==> src/hw/rtl/ir_pulse_width_frame_decoder_defines.svh <==
// Assertion macros shared by the IR pulse-width frame decoder RTL.
`ifndef IR_PULSE_WIDTH_FRAME_DECODER_DEFINES_SVH
`define IR_PULSE_WIDTH_FRAME_DECODER_DEFINES_SVH

// Same-cycle implication, clocked on clk and disabled while rst_n is low.
`define IRPWD_ASSERT_IMP(lbl, ante, cons, msg) \
    lbl: assert property (@(posedge clk) disable iff (!rst_n) (ante) |-> (cons)) \
        else $error(msg);

// Next-cycle implication, clocked on clk and disabled while rst_n is low.
`define IRPWD_ASSERT_NXT(lbl, ante, cons, msg) \
    lbl: assert property (@(posedge clk) disable iff (!rst_n) (ante) |=> (cons)) \
        else $error(msg);

`endif

==> src/hw/rtl/irpwd_pkg.sv <==
// Shared types, constants and helpers for the IR pulse-width frame decoder.
`default_nettype none

package irpwd_pkg;

    // Protocol constants
    localparam int MIN_BITS        = 12;
    localparam int VALUE_WIDTH     = 32;
    localparam int DUR_W           = 16;
    localparam int ITEM_W          = 8;
    localparam int PAIR_W          = 7;
    localparam int MIN_FRAME_ITEMS = 2 * MIN_BITS + 2;

    localparam logic [ITEM_W-1:0] ITEM_MAX = {ITEM_W{1'b1}};
    localparam logic [PAIR_W-1:0] PAIR_MAX = {PAIR_W{1'b1}};

    // Configuration register file
    localparam int ADDR_W = 5;
    localparam int DATA_W = 32;

    typedef enum logic [2:0] {
        REG_HDR_MARK  = 3'd0,
        REG_HDR_SPACE = 3'd1,
        REG_ONE_MARK  = 3'd2,
        REG_ZERO_MARK = 3'd3,
        REG_REPEAT    = 3'd4
    } reg_index_t;

    localparam logic [31:0] HDR_MARK_RESET  = 32'd5963830;
    localparam logic [31:0] HDR_SPACE_RESET = 32'd1441804;
    localparam logic [31:0] ONE_MARK_RESET  = 32'd4128805;
    localparam logic [31:0] ZERO_MARK_RESET = 32'd1376268;
    localparam logic [15:0] REPEAT_RESET    = 16'd16;

    // Window hits of one duration, independent of frame position
    typedef struct packed {
        logic short_gap;
        logic hdr_mark;
        logic space_ok;
        logic one_ok;
        logic zero_ok;
        logic last;
    } item_class_t;

    // Queue geometry
    localparam int QUEUE_AW    = 1;
    localparam int QUEUE_DEPTH = 2 ** QUEUE_AW;
    localparam int QCNT_W      = QUEUE_AW + 1;

    typedef enum logic [3:0] {
        ST_RUN    = 4'b0001,
        ST_STOP   = 4'b0010,
        ST_FAIL   = 4'b0100,
        ST_REPEAT = 4'b1000
    } frame_status_t;

    // Inclusive window test: low bound in 15:0, high bound in 31:16
    function automatic logic in_window(logic [31:0] win, logic [DUR_W-1:0] d);
        return (d >= win[15:0]) && (d <= win[31:16]);
    endfunction

endpackage

`default_nettype wire

==> src/hw/rtl/irpwd_front.sv <==
// Front end: configuration registers and window classification of each duration.
`default_nettype none

module irpwd_front (
    input  wire logic                               clk,
    input  wire logic                               rst_n,
    input  wire logic                               psel,
    input  wire logic                               penable,
    input  wire logic                               pwrite,
    input  wire logic [irpwd_pkg::ADDR_W-1:0]       paddr,
    input  wire logic [irpwd_pkg::DATA_W-1:0]       pwdata,
    output logic      [irpwd_pkg::DATA_W-1:0]       prdata,
    output logic                                    pready,
    input  wire logic [irpwd_pkg::DUR_W-1:0]        duration_ticks,
    input  wire logic                               last_item,
    output irpwd_pkg::item_class_t                  item_class
);

    logic [31:0] hdr_mark_win_reg;
    logic [31:0] hdr_space_win_reg;
    logic [31:0] one_mark_win_reg;
    logic [31:0] zero_mark_win_reg;
    logic [15:0] repeat_limit_reg;
    logic        wr_en;
    logic [2:0]  reg_sel;

    assign pready  = 1'b1;
    assign wr_en   = psel && penable && pwrite;
    assign reg_sel = paddr[4:2];

    // Write the selected register; unknown indexes are dropped
    always_ff @(posedge clk or negedge rst_n)
    begin
        if (!rst_n)
        begin
            hdr_mark_win_reg  <= irpwd_pkg::HDR_MARK_RESET;
            hdr_space_win_reg <= irpwd_pkg::HDR_SPACE_RESET;
            one_mark_win_reg  <= irpwd_pkg::ONE_MARK_RESET;
            zero_mark_win_reg <= irpwd_pkg::ZERO_MARK_RESET;
            repeat_limit_reg  <= irpwd_pkg::REPEAT_RESET;
        end
        else if (wr_en)
        begin
            case (reg_sel)
                irpwd_pkg::REG_HDR_MARK:  hdr_mark_win_reg  <= pwdata;
                irpwd_pkg::REG_HDR_SPACE: hdr_space_win_reg <= pwdata;
                irpwd_pkg::REG_ONE_MARK:  one_mark_win_reg  <= pwdata;
                irpwd_pkg::REG_ZERO_MARK: zero_mark_win_reg <= pwdata;
                irpwd_pkg::REG_REPEAT:    repeat_limit_reg  <= pwdata[15:0];
                default: ;
            endcase
        end
    end

    // Read back
    always_comb
    begin
        case (reg_sel)
            irpwd_pkg::REG_HDR_MARK:  prdata = hdr_mark_win_reg;
            irpwd_pkg::REG_HDR_SPACE: prdata = hdr_space_win_reg;
            irpwd_pkg::REG_ONE_MARK:  prdata = one_mark_win_reg;
            irpwd_pkg::REG_ZERO_MARK: prdata = zero_mark_win_reg;
            irpwd_pkg::REG_REPEAT:    prdata = {16'd0, repeat_limit_reg};
            default:                  prdata = '0;
        endcase
    end

    // Classify the incoming duration against every window at once
    always_comb
    begin
        item_class.short_gap = duration_ticks < repeat_limit_reg;
        item_class.hdr_mark  = irpwd_pkg::in_window(hdr_mark_win_reg, duration_ticks);
        item_class.space_ok  = irpwd_pkg::in_window(hdr_space_win_reg, duration_ticks);
        item_class.one_ok    = irpwd_pkg::in_window(one_mark_win_reg, duration_ticks);
        item_class.zero_ok   = irpwd_pkg::in_window(zero_mark_win_reg, duration_ticks);
        item_class.last      = last_item;
    end

endmodule

`default_nettype wire

==> src/hw/rtl/irpwd_queue.sv <==
// Two-entry queue of classified items between front and back ends.
`default_nettype none

`include "ir_pulse_width_frame_decoder_defines.svh"

module irpwd_queue (
    input  wire logic                     clk,
    input  wire logic                     rst_n,
    input  wire logic                     push,
    input  wire irpwd_pkg::item_class_t   push_data,
    output logic                          not_full,
    output logic                          pop_valid,
    input  wire logic                     pop,
    output irpwd_pkg::item_class_t        pop_data
);

    irpwd_pkg::item_class_t                entry_reg [irpwd_pkg::QUEUE_DEPTH];
    logic [irpwd_pkg::QUEUE_AW-1:0]        wr_ptr_reg;
    logic [irpwd_pkg::QUEUE_AW-1:0]        rd_ptr_reg;
    logic [irpwd_pkg::QCNT_W-1:0]          count_reg;
    logic [irpwd_pkg::QCNT_W-1:0]          count_next;

    assign not_full  = count_reg != irpwd_pkg::QCNT_W'(irpwd_pkg::QUEUE_DEPTH);
    assign pop_valid = count_reg != '0;
    assign pop_data  = entry_reg[rd_ptr_reg];

    always_comb
    begin
        count_next = count_reg;
        if (push && !pop)
            count_next = count_reg + 1'b1;
        else if (pop && !push)
            count_next = count_reg - 1'b1;
    end

    // Advance pointers and count
    always_ff @(posedge clk or negedge rst_n)
    begin
        if (!rst_n)
        begin
            wr_ptr_reg <= '0;
            rd_ptr_reg <= '0;
            count_reg  <= '0;
        end
        else
        begin
            if (push)
                wr_ptr_reg <= wr_ptr_reg + 1'b1;
            if (pop)
                rd_ptr_reg <= rd_ptr_reg + 1'b1;
            count_reg <= count_next;
        end
    end

    // Hold entries
    always_ff @(posedge clk)
    begin
        if (push)
            entry_reg[wr_ptr_reg] <= push_data;
    end

    `IRPWD_ASSERT_IMP(a_count_bound,
        1'b1, count_reg <= irpwd_pkg::QCNT_W'(irpwd_pkg::QUEUE_DEPTH),
        "queue count exceeds depth")
    `IRPWD_ASSERT_NXT(a_count_grow,
        push && !pop, count_reg == ($past(count_reg) + 1'b1),
        "queue count did not grow on push")
    `IRPWD_ASSERT_IMP(a_push_room,
        push, not_full,
        "push into a full queue")

endmodule

`default_nettype wire

==> src/hw/rtl/irpwd_back.sv <==
// Back end: frame sequencing, bit assembly and result register.
`default_nettype none

`include "ir_pulse_width_frame_decoder_defines.svh"

module irpwd_back (
    input  wire logic                                  clk,
    input  wire logic                                  rst_n,
    input  wire logic                                  item_valid,
    input  wire irpwd_pkg::item_class_t                item,
    output logic                                       item_pop,
    output logic                                       out_valid,
    input  wire logic                                  out_ready,
    output logic                                       decoded,
    output logic                                       is_repeat,
    output logic [irpwd_pkg::PAIR_W-1:0]               bit_count,
    output logic [irpwd_pkg::VALUE_WIDTH-1:0]          code_value
);

    localparam int W = irpwd_pkg::VALUE_WIDTH;

    logic [irpwd_pkg::ITEM_W-1:0]  item_index_reg, item_index_next;
    logic [irpwd_pkg::PAIR_W-1:0]  pair_count_reg, pair_count_next;
    logic [W-1:0]                  shift_reg, shift_next;
    irpwd_pkg::frame_status_t      status_reg, status_next;
    logic                          expect_mark_reg, expect_mark_next;

    logic                          out_valid_reg, out_valid_next;
    logic                          decoded_reg, is_repeat_reg;
    logic [irpwd_pkg::PAIR_W-1:0]  bit_count_reg;
    logic [W-1:0]                  code_reg;

    logic                          res_ok, res_rep;
    logic [irpwd_pkg::PAIR_W-1:0]  res_bits, bits_sat;
    logic [W-1:0]                  res_code;
    logic                          frame_long;

    // A non-last item always drains; a last item needs the result slot
    assign item_pop = item_valid && (!item.last || !out_valid_reg || out_ready);

    // Frame step for the item at the head of the queue
    always_comb
    begin
        status_next      = status_reg;
        expect_mark_next = expect_mark_reg;
        pair_count_next  = pair_count_reg;
        shift_next       = shift_reg;
        if (status_reg == irpwd_pkg::ST_RUN)
        begin
            if (item_index_reg == '0)
            begin
                if (item.short_gap)
                    status_next = irpwd_pkg::ST_REPEAT;
            end
            else if (item_index_reg == irpwd_pkg::ITEM_W'(1)
                     || item_index_reg == irpwd_pkg::ITEM_W'(2))
            begin
                if (!item.hdr_mark)
                    status_next = irpwd_pkg::ST_FAIL;
            end
            else if (!expect_mark_reg)
            begin
                // A trailing space is not examined
                if (!item.last)
                begin
                    if (item.space_ok)
                        expect_mark_next = 1'b1;
                    else
                        status_next = irpwd_pkg::ST_STOP;
                end
            end
            else
            begin
                if (item.one_ok)
                    shift_next = {shift_reg[W-2:0], 1'b1};
                else if (item.zero_ok)
                    shift_next = {shift_reg[W-2:0], 1'b0};
                else
                    status_next = irpwd_pkg::ST_FAIL;
                if (pair_count_reg != irpwd_pkg::PAIR_MAX)
                    pair_count_next = pair_count_reg + 1'b1;
                expect_mark_next = 1'b0;
            end
        end
        item_index_next = (item_index_reg == irpwd_pkg::ITEM_MAX)
                          ? item_index_reg : item_index_reg + 1'b1;
    end

    // Frame verdict from the stepped state
    always_comb
    begin
        res_ok     = 1'b0;
        res_rep    = 1'b0;
        res_bits   = '0;
        res_code   = '0;
        frame_long = item_index_next >= irpwd_pkg::ITEM_W'(irpwd_pkg::MIN_FRAME_ITEMS);
        bits_sat   = (pair_count_next == irpwd_pkg::PAIR_MAX)
                     ? irpwd_pkg::PAIR_MAX : pair_count_next + 1'b1;
        if (frame_long && status_next != irpwd_pkg::ST_FAIL)
        begin
            if (status_next == irpwd_pkg::ST_REPEAT)
            begin
                res_ok   = 1'b1;
                res_rep  = 1'b1;
                res_code = '1;
            end
            else if (bits_sat >= irpwd_pkg::PAIR_W'(irpwd_pkg::MIN_BITS))
            begin
                res_ok   = 1'b1;
                res_bits = bits_sat;
                res_code = shift_next;
            end
        end
    end

    assign out_valid_next = (item_pop && item.last) ? 1'b1
                          : (out_ready ? 1'b0 : out_valid_reg);

    // Advance frame state; drop it back to idle after the last item
    always_ff @(posedge clk or negedge rst_n)
    begin
        if (!rst_n)
        begin
            item_index_reg  <= '0;
            pair_count_reg  <= '0;
            shift_reg       <= '0;
            status_reg      <= irpwd_pkg::ST_RUN;
            expect_mark_reg <= 1'b0;
            out_valid_reg   <= 1'b0;
        end
        else
        begin
            out_valid_reg <= out_valid_next;
            if (item_pop)
            begin
                if (item.last)
                begin
                    item_index_reg  <= '0;
                    pair_count_reg  <= '0;
                    shift_reg       <= '0;
                    status_reg      <= irpwd_pkg::ST_RUN;
                    expect_mark_reg <= 1'b0;
                end
                else
                begin
                    item_index_reg  <= item_index_next;
                    pair_count_reg  <= pair_count_next;
                    shift_reg       <= shift_next;
                    status_reg      <= status_next;
                    expect_mark_reg <= expect_mark_next;
                end
            end
        end
    end

    // Load the result register
    always_ff @(posedge clk)
    begin
        if (item_pop && item.last)
        begin
            decoded_reg   <= res_ok;
            is_repeat_reg <= res_rep;
            bit_count_reg <= res_bits;
            code_reg      <= res_code;
        end
    end

    assign out_valid  = out_valid_reg;
    assign decoded    = decoded_reg;
    assign is_repeat  = is_repeat_reg;
    assign bit_count  = bit_count_reg;
    assign code_value = code_reg;

    `IRPWD_ASSERT_NXT(a_frame_clear,
        item_pop && item.last, item_index_reg == '0 && status_reg == irpwd_pkg::ST_RUN,
        "frame state not cleared after last item")
    `IRPWD_ASSERT_IMP(a_fail_empty,
        out_valid_reg && !decoded_reg, code_reg == '0 && bit_count_reg == '0,
        "failed frame carries data")
    `IRPWD_ASSERT_IMP(a_repeat_form,
        out_valid_reg && is_repeat_reg,
        decoded_reg && code_reg == '1 && bit_count_reg == '0,
        "repeat result malformed")

endmodule

`default_nettype wire

==> src/hw/rtl/ir_pulse_width_frame_decoder.sv <==
// Top level of the IR pulse-width frame decoder.
//
//  Channel  | Handshake                        | Payload
//  ---------+----------------------------------+----------------------------------------
//  input    | in_valid / in_ready              | duration_ticks, last_item
//  output   | out_valid / out_ready            | decoded, is_repeat, bit_count, code_value
//  config   | psel, penable, pwrite / pready   | paddr, pwdata, prdata
//
// With in_ready high one duration is accepted per cycle; the two-entry queue sustains it.
// out_valid is registered; it is set when the back end pops a frame's last duration.
// Only a last item waits on a held result; the queue then takes one more item.
// Reset is asynchronous, active low, and restores the default timing windows.
`default_nettype none

module ir_pulse_width_frame_decoder (
    input  wire logic                                 clk,
    input  wire logic                                 rst_n,
    input  wire logic                                 psel,
    input  wire logic                                 penable,
    input  wire logic                                 pwrite,
    input  wire logic [irpwd_pkg::ADDR_W-1:0]         paddr,
    input  wire logic [irpwd_pkg::DATA_W-1:0]         pwdata,
    output logic      [irpwd_pkg::DATA_W-1:0]         prdata,
    output logic                                      pready,
    input  wire logic                                 in_valid,
    output logic                                      in_ready,
    input  wire logic [irpwd_pkg::DUR_W-1:0]          duration_ticks,
    input  wire logic                                 last_item,
    output logic                                      out_valid,
    input  wire logic                                 out_ready,
    output logic                                      decoded,
    output logic                                      is_repeat,
    output logic [irpwd_pkg::PAIR_W-1:0]              bit_count,
    output logic [irpwd_pkg::VALUE_WIDTH-1:0]         code_value
);

    irpwd_pkg::item_class_t front_class;
    irpwd_pkg::item_class_t head_class;
    logic                   q_not_full;
    logic                   q_valid;
    logic                   q_pop;

    assign in_ready = q_not_full;

    irpwd_front u_front (
        .clk            (clk),
        .rst_n          (rst_n),
        .psel           (psel),
        .penable        (penable),
        .pwrite         (pwrite),
        .paddr          (paddr),
        .pwdata         (pwdata),
        .prdata         (prdata),
        .pready         (pready),
        .duration_ticks (duration_ticks),
        .last_item      (last_item),
        .item_class     (front_class)
    );

    irpwd_queue u_queue (
        .clk       (clk),
        .rst_n     (rst_n),
        .push      (in_valid && q_not_full),
        .push_data (front_class),
        .not_full  (q_not_full),
        .pop_valid (q_valid),
        .pop       (q_pop),
        .pop_data  (head_class)
    );

    irpwd_back u_back (
        .clk        (clk),
        .rst_n      (rst_n),
        .item_valid (q_valid),
        .item       (head_class),
        .item_pop   (q_pop),
        .out_valid  (out_valid),
        .out_ready  (out_ready),
        .decoded    (decoded),
        .is_repeat  (is_repeat),
        .bit_count  (bit_count),
        .code_value (code_value)
    );

endmodule

`default_nettype wire
==> config.mk <==
export PLATFORM = sky130hd
export DESIGN_NAME = ir_pulse_width_frame_decoder
export DESIGN_NICKNAME = d
export VERILOG_FILES = /design/src/hw/rtl/irpwd_pkg.sv /design/src/hw/rtl/irpwd_front.sv /design/src/hw/rtl/irpwd_queue.sv /design/src/hw/rtl/irpwd_back.sv /design/src/hw/rtl/ir_pulse_width_frame_decoder.sv
export VERILOG_INCLUDE_DIRS = /design/src /design/src/hw/rtl
export SDC_FILE = /design/constraint.sdc
export NUM_CORES = 1
export LEC_CHECK = 0
export BUFFER_PORTS_ARGS = -buffer_cell sky130_fd_sc_hd__buf_4
export CORE_ASPECT_RATIO = 0.9
export CORE_MARGIN = 3
export CORE_UTILIZATION = 50
export CTS_BUF_LIST = sky130_fd_sc_hd__clkbuf_16
export DETAILED_ROUTE_END_ITERATION = 8
export PLACE_DENSITY = 0.65
export REMOVE_ABC_BUFFERS = 1
export SETUP_SLACK_MARGIN = 0.05
export SLEW_MARGIN = 20
export SYNTH_ARGS = -nofsm -noshare
export SYNTH_HDL_FRONTEND = slang
export SYNTH_SLANG_ARGS = --single-unit
==> constraint.sdc <==
create_clock -name clk -period 6.7 [get_ports clk]
set_clock_uncertainty 0.05 [all_clocks]
set_input_delay 1.675 -clock clk [delete_from_list [all_inputs] [get_ports clk]]
set_output_delay 1.675 -clock clk [all_outputs]
set_load 0.02 [all_outputs]
==> impl_metrics.toml <==
[sta]
hold_violations = 0
relSlewSlack = 0.296
min_period_over_period = 0.779
fmax_mhz = 192
tns_ps = 0
setup_viol = 0
rsz0062_at_grt = "false"
fin_crit_ps = 5220
worst_pin_slew_ps = 1050
maxSlewViolCount = 0

[detailed_routing]
drt-pass1-iter-count = 5
routed_wl_um = 37200
final_antenna_net_count = 0
drt-initial-drc-count = 679
viasPerCell = 5.72
drc = 0
num_vias = 11400
routedWlPerCell_um = 18.6

[yosys]
ys_ff_latch = 254
synthFlopType = "dfrtp_1"
synthMuxAreaShare = 0.0901
yosys.area_share.adder = 0.124
syn_avg_cell_area_um2 = 10.3
synth.cell_area_mm2 = 0.0152
async_flop_share = 0.791
synth-seq-area-share = 0.439
synth_xor_xnor_area_share = 0.00751
synth-edff-count = 53
synth_cells = 1472
synth_cell_types = 74
yosysWarnings = 0
synthSimpleGateAreaFrac = 0.103
synth_compound_area_frac = 0.181
synth_top_family_by_area = "compound AO/OA/AOI/OAI gates"

[die]
die-area_mm2 = 0.0324
rows = 59
die_w_um = 190
core_area_mm2 = 0.0294
die-height_um = 171
io_pins = 137
initial_core_util = 0.516

[grt]
grt_overflow_total = 0
grt_antenna_before_repair = 0
grt_pass1_vias = 11400
busiest_layer = "met2"
globalRouteTotalUtil = 0.230
grt_pass1_wl_um = 60400
grtUsageMet1 = 0.318
grt_util_met2 = 0.383
grt_use_met3 = 0.0361
grt_max_degree = 117

[clock_tree]
cts_setup_buffers = 0
path_clk_slew_ps = 60
post_cts_resized = 0
clock_latency_ps = 550
cts_buffer_depth = 3
cts_hold_buf = 0
clock_sinks = 254
cts_made_buffers = 28
htreeDepth = 1
tritoncts = "done"
root_buffer = "clkbuf_16"

[job]
drv_cap = 0

[critical_path]
reg2reg_slack_ps = 2350
worstSetupStartpointType = "primary input"
critPathCaptureType = "output port"
endpoint = "prdata[14]"
timing.rr.end = "u_back.code_value[16]"
crit_fanout = 21
rr_startpoint = "u_back.item_index_reg[1]"
startpoint = "paddr[3]"
crit_arrival_ps = 3500
r2r_cells = 14
required_ps = 4970
criticalPathCategory = "in2out"

[placement]
dp.cells = 1949
io_buffers = 133
dp_hpwl_um = 26400
placed_cell_area_mm2 = 0.0166
gp_congestion = 0.858

[cells_and_area]
area_delta_synth_final_pct = 14.9
finalNetCount = 1794
layout-drive-gt1-share = 0.191
diodes = 0
stdcell_count = 2000
fin_area_mm2 = 0.0174

[outcome]
outcome = "completed"

[worst_hold_path]
hold_path.class = "reg2reg"

[power]
power.leakage_uw = 0.00818
power_density_mw_per_mm2 = 317
peakVddDrop_uv = 186
## cells in the final DEF (no fill, tap or decap), drive strengths merged, types with 4 or more instances in the layout
cell / netlist / layout
ha: 150 / 150
a21o: 35 / 35
mux2: 41 / 41
nor3: 15 / 15
mux4: 17 / 17
nor4: 6 / 6
a22o: 33 / 33
or3: 6 / 6
o221ai: 14 / 14
o211ai: 4 / 4
o31ai: 37 / 37
a31oi: 12 / 12
nand2: 145 / 145
buf: 20 / 150
a21oi: 44 / 44
xnor2: 6 / 6
nor2: 36 / 36
a22oi: 15 / 15
and2: 9 / 9
mux2i: 52 / 52
nand2b: 14 / 14
clkbuf: 50 / 29
inv: 147 / 153
nand4: 19 / 19
dfstp: 30 / 30
dfrtp: 171 / 171
nor2b: 29 / 29
a2111oi: 4 / 4
o21ai: 163 / 163
o41ai: 5 / 5
or2: 4 / 4
a211oi: 11 / 11
edfxtp: 53 / 53
nand3: 18 / 18
xor2: 7 / 7
and3: 6 / 6
a41oi: 4 / 4
o21a: 4 / 4
clkinv: 0 / 14
## worst max-delay path, stage by stage
cell      delay [ps]
buf_4            360
nor2_1           100
and2_1           190
inv_1            550
o221ai_1         320
buf_4            270
## metal layers
metal	vias up	part of all wire
li1	5556	-
met1	5551	0.46
met2	286	0.47
met3	47	0.053
met4	0	0.019
met5	-	0
## kinds of logic (layout without fill, tap and decap cells)
| family | Yosys count | after routing |
|---|---|---|
| multiplexers | 110 | 110 |
| XOR/XNOR | 13 | 13 |
| other | 1 | 1 |
| flip-flops | 254 | 254 |
| buffers and inverters | 217 | 349 |
| adder cells (fa/ha/maj) | 150 | 150 |
| AND/OR/NAND/NOR | 319 | 319 |
| AO/OA/AOI/OAI | 408 | 408 |
## worst min-delay path by stage
stage	from	end	slack (ps)	cells after the start
6_report	u_queue.count_reg[1]	u_queue.count_reg[1]	450	1
5_1_grt	u_queue.count_reg[1]	u_queue.count_reg[1]	470	1
4_1_cts	u_queue.count_reg[1]	u_queue.count_reg[1]	450	1
3_5_place_dp	u_back.shift_reg[31]	u_back.shift_reg[31]	440	1
3_3_place_gp	u_queue.wr_ptr_reg	u_queue.wr_ptr_reg	430	1
2_1_floorplan	u_queue.wr_ptr_reg	u_queue.wr_ptr_reg	410	1
## Yosys cell counts, types with 30 or more instances
cell type	n	area [µm²]
mux2i_1	52	521
edfxtp_1	53	1590
nor2_1	36	135
clkbuf_1	50	188
nand2_1	145	544
dfstp_2	30	788
a22o_1	33	289
o31ai_1	35	263
dfrtp_1	171	4280
o21ai_0	158	791
a21oi_1	44	220
a21o_1	35	263
inv_1	147	552
ha_1	150	1880
mux2_2	41	462
## layout make-up
type,instances,area (µm²)
clock inverter,23,163
inverter,147,552
clock buffer,28,701
sequential,254,6660
multi-input combinational,1001,7700
fill,2603,12000
tap,396,495
timing repair buffer,151,1150
## through the flow
stage | setup WS, ps | hold slack (ps) | total power (µW) | util
final | 1480 | 454 | 5520 | 0.593
after global routing | 1420 | 472 | 5870 | 0.593
after CTS | 1500 | 454 | 5560 | 0.593
after detailed placement | 1510 | 441 | 4090 | 0.563
after global placement | 1510 | 427 | 4030 | 0.563
after floorplan | 340 | 411 | 3420 | -
## power by group
| group | internal (µW) | total [µW] | switching [µW] |
|---|---|---|---|
| registers | 2000 | 2220 | 216 |
| logic | 756 | 1840 | 1080 |
| clock network | 833 | 1460 | 627 |
| total | 3590 | 5520 | 1930 |
No activity file was read; power rests on OpenSTA's default activity.
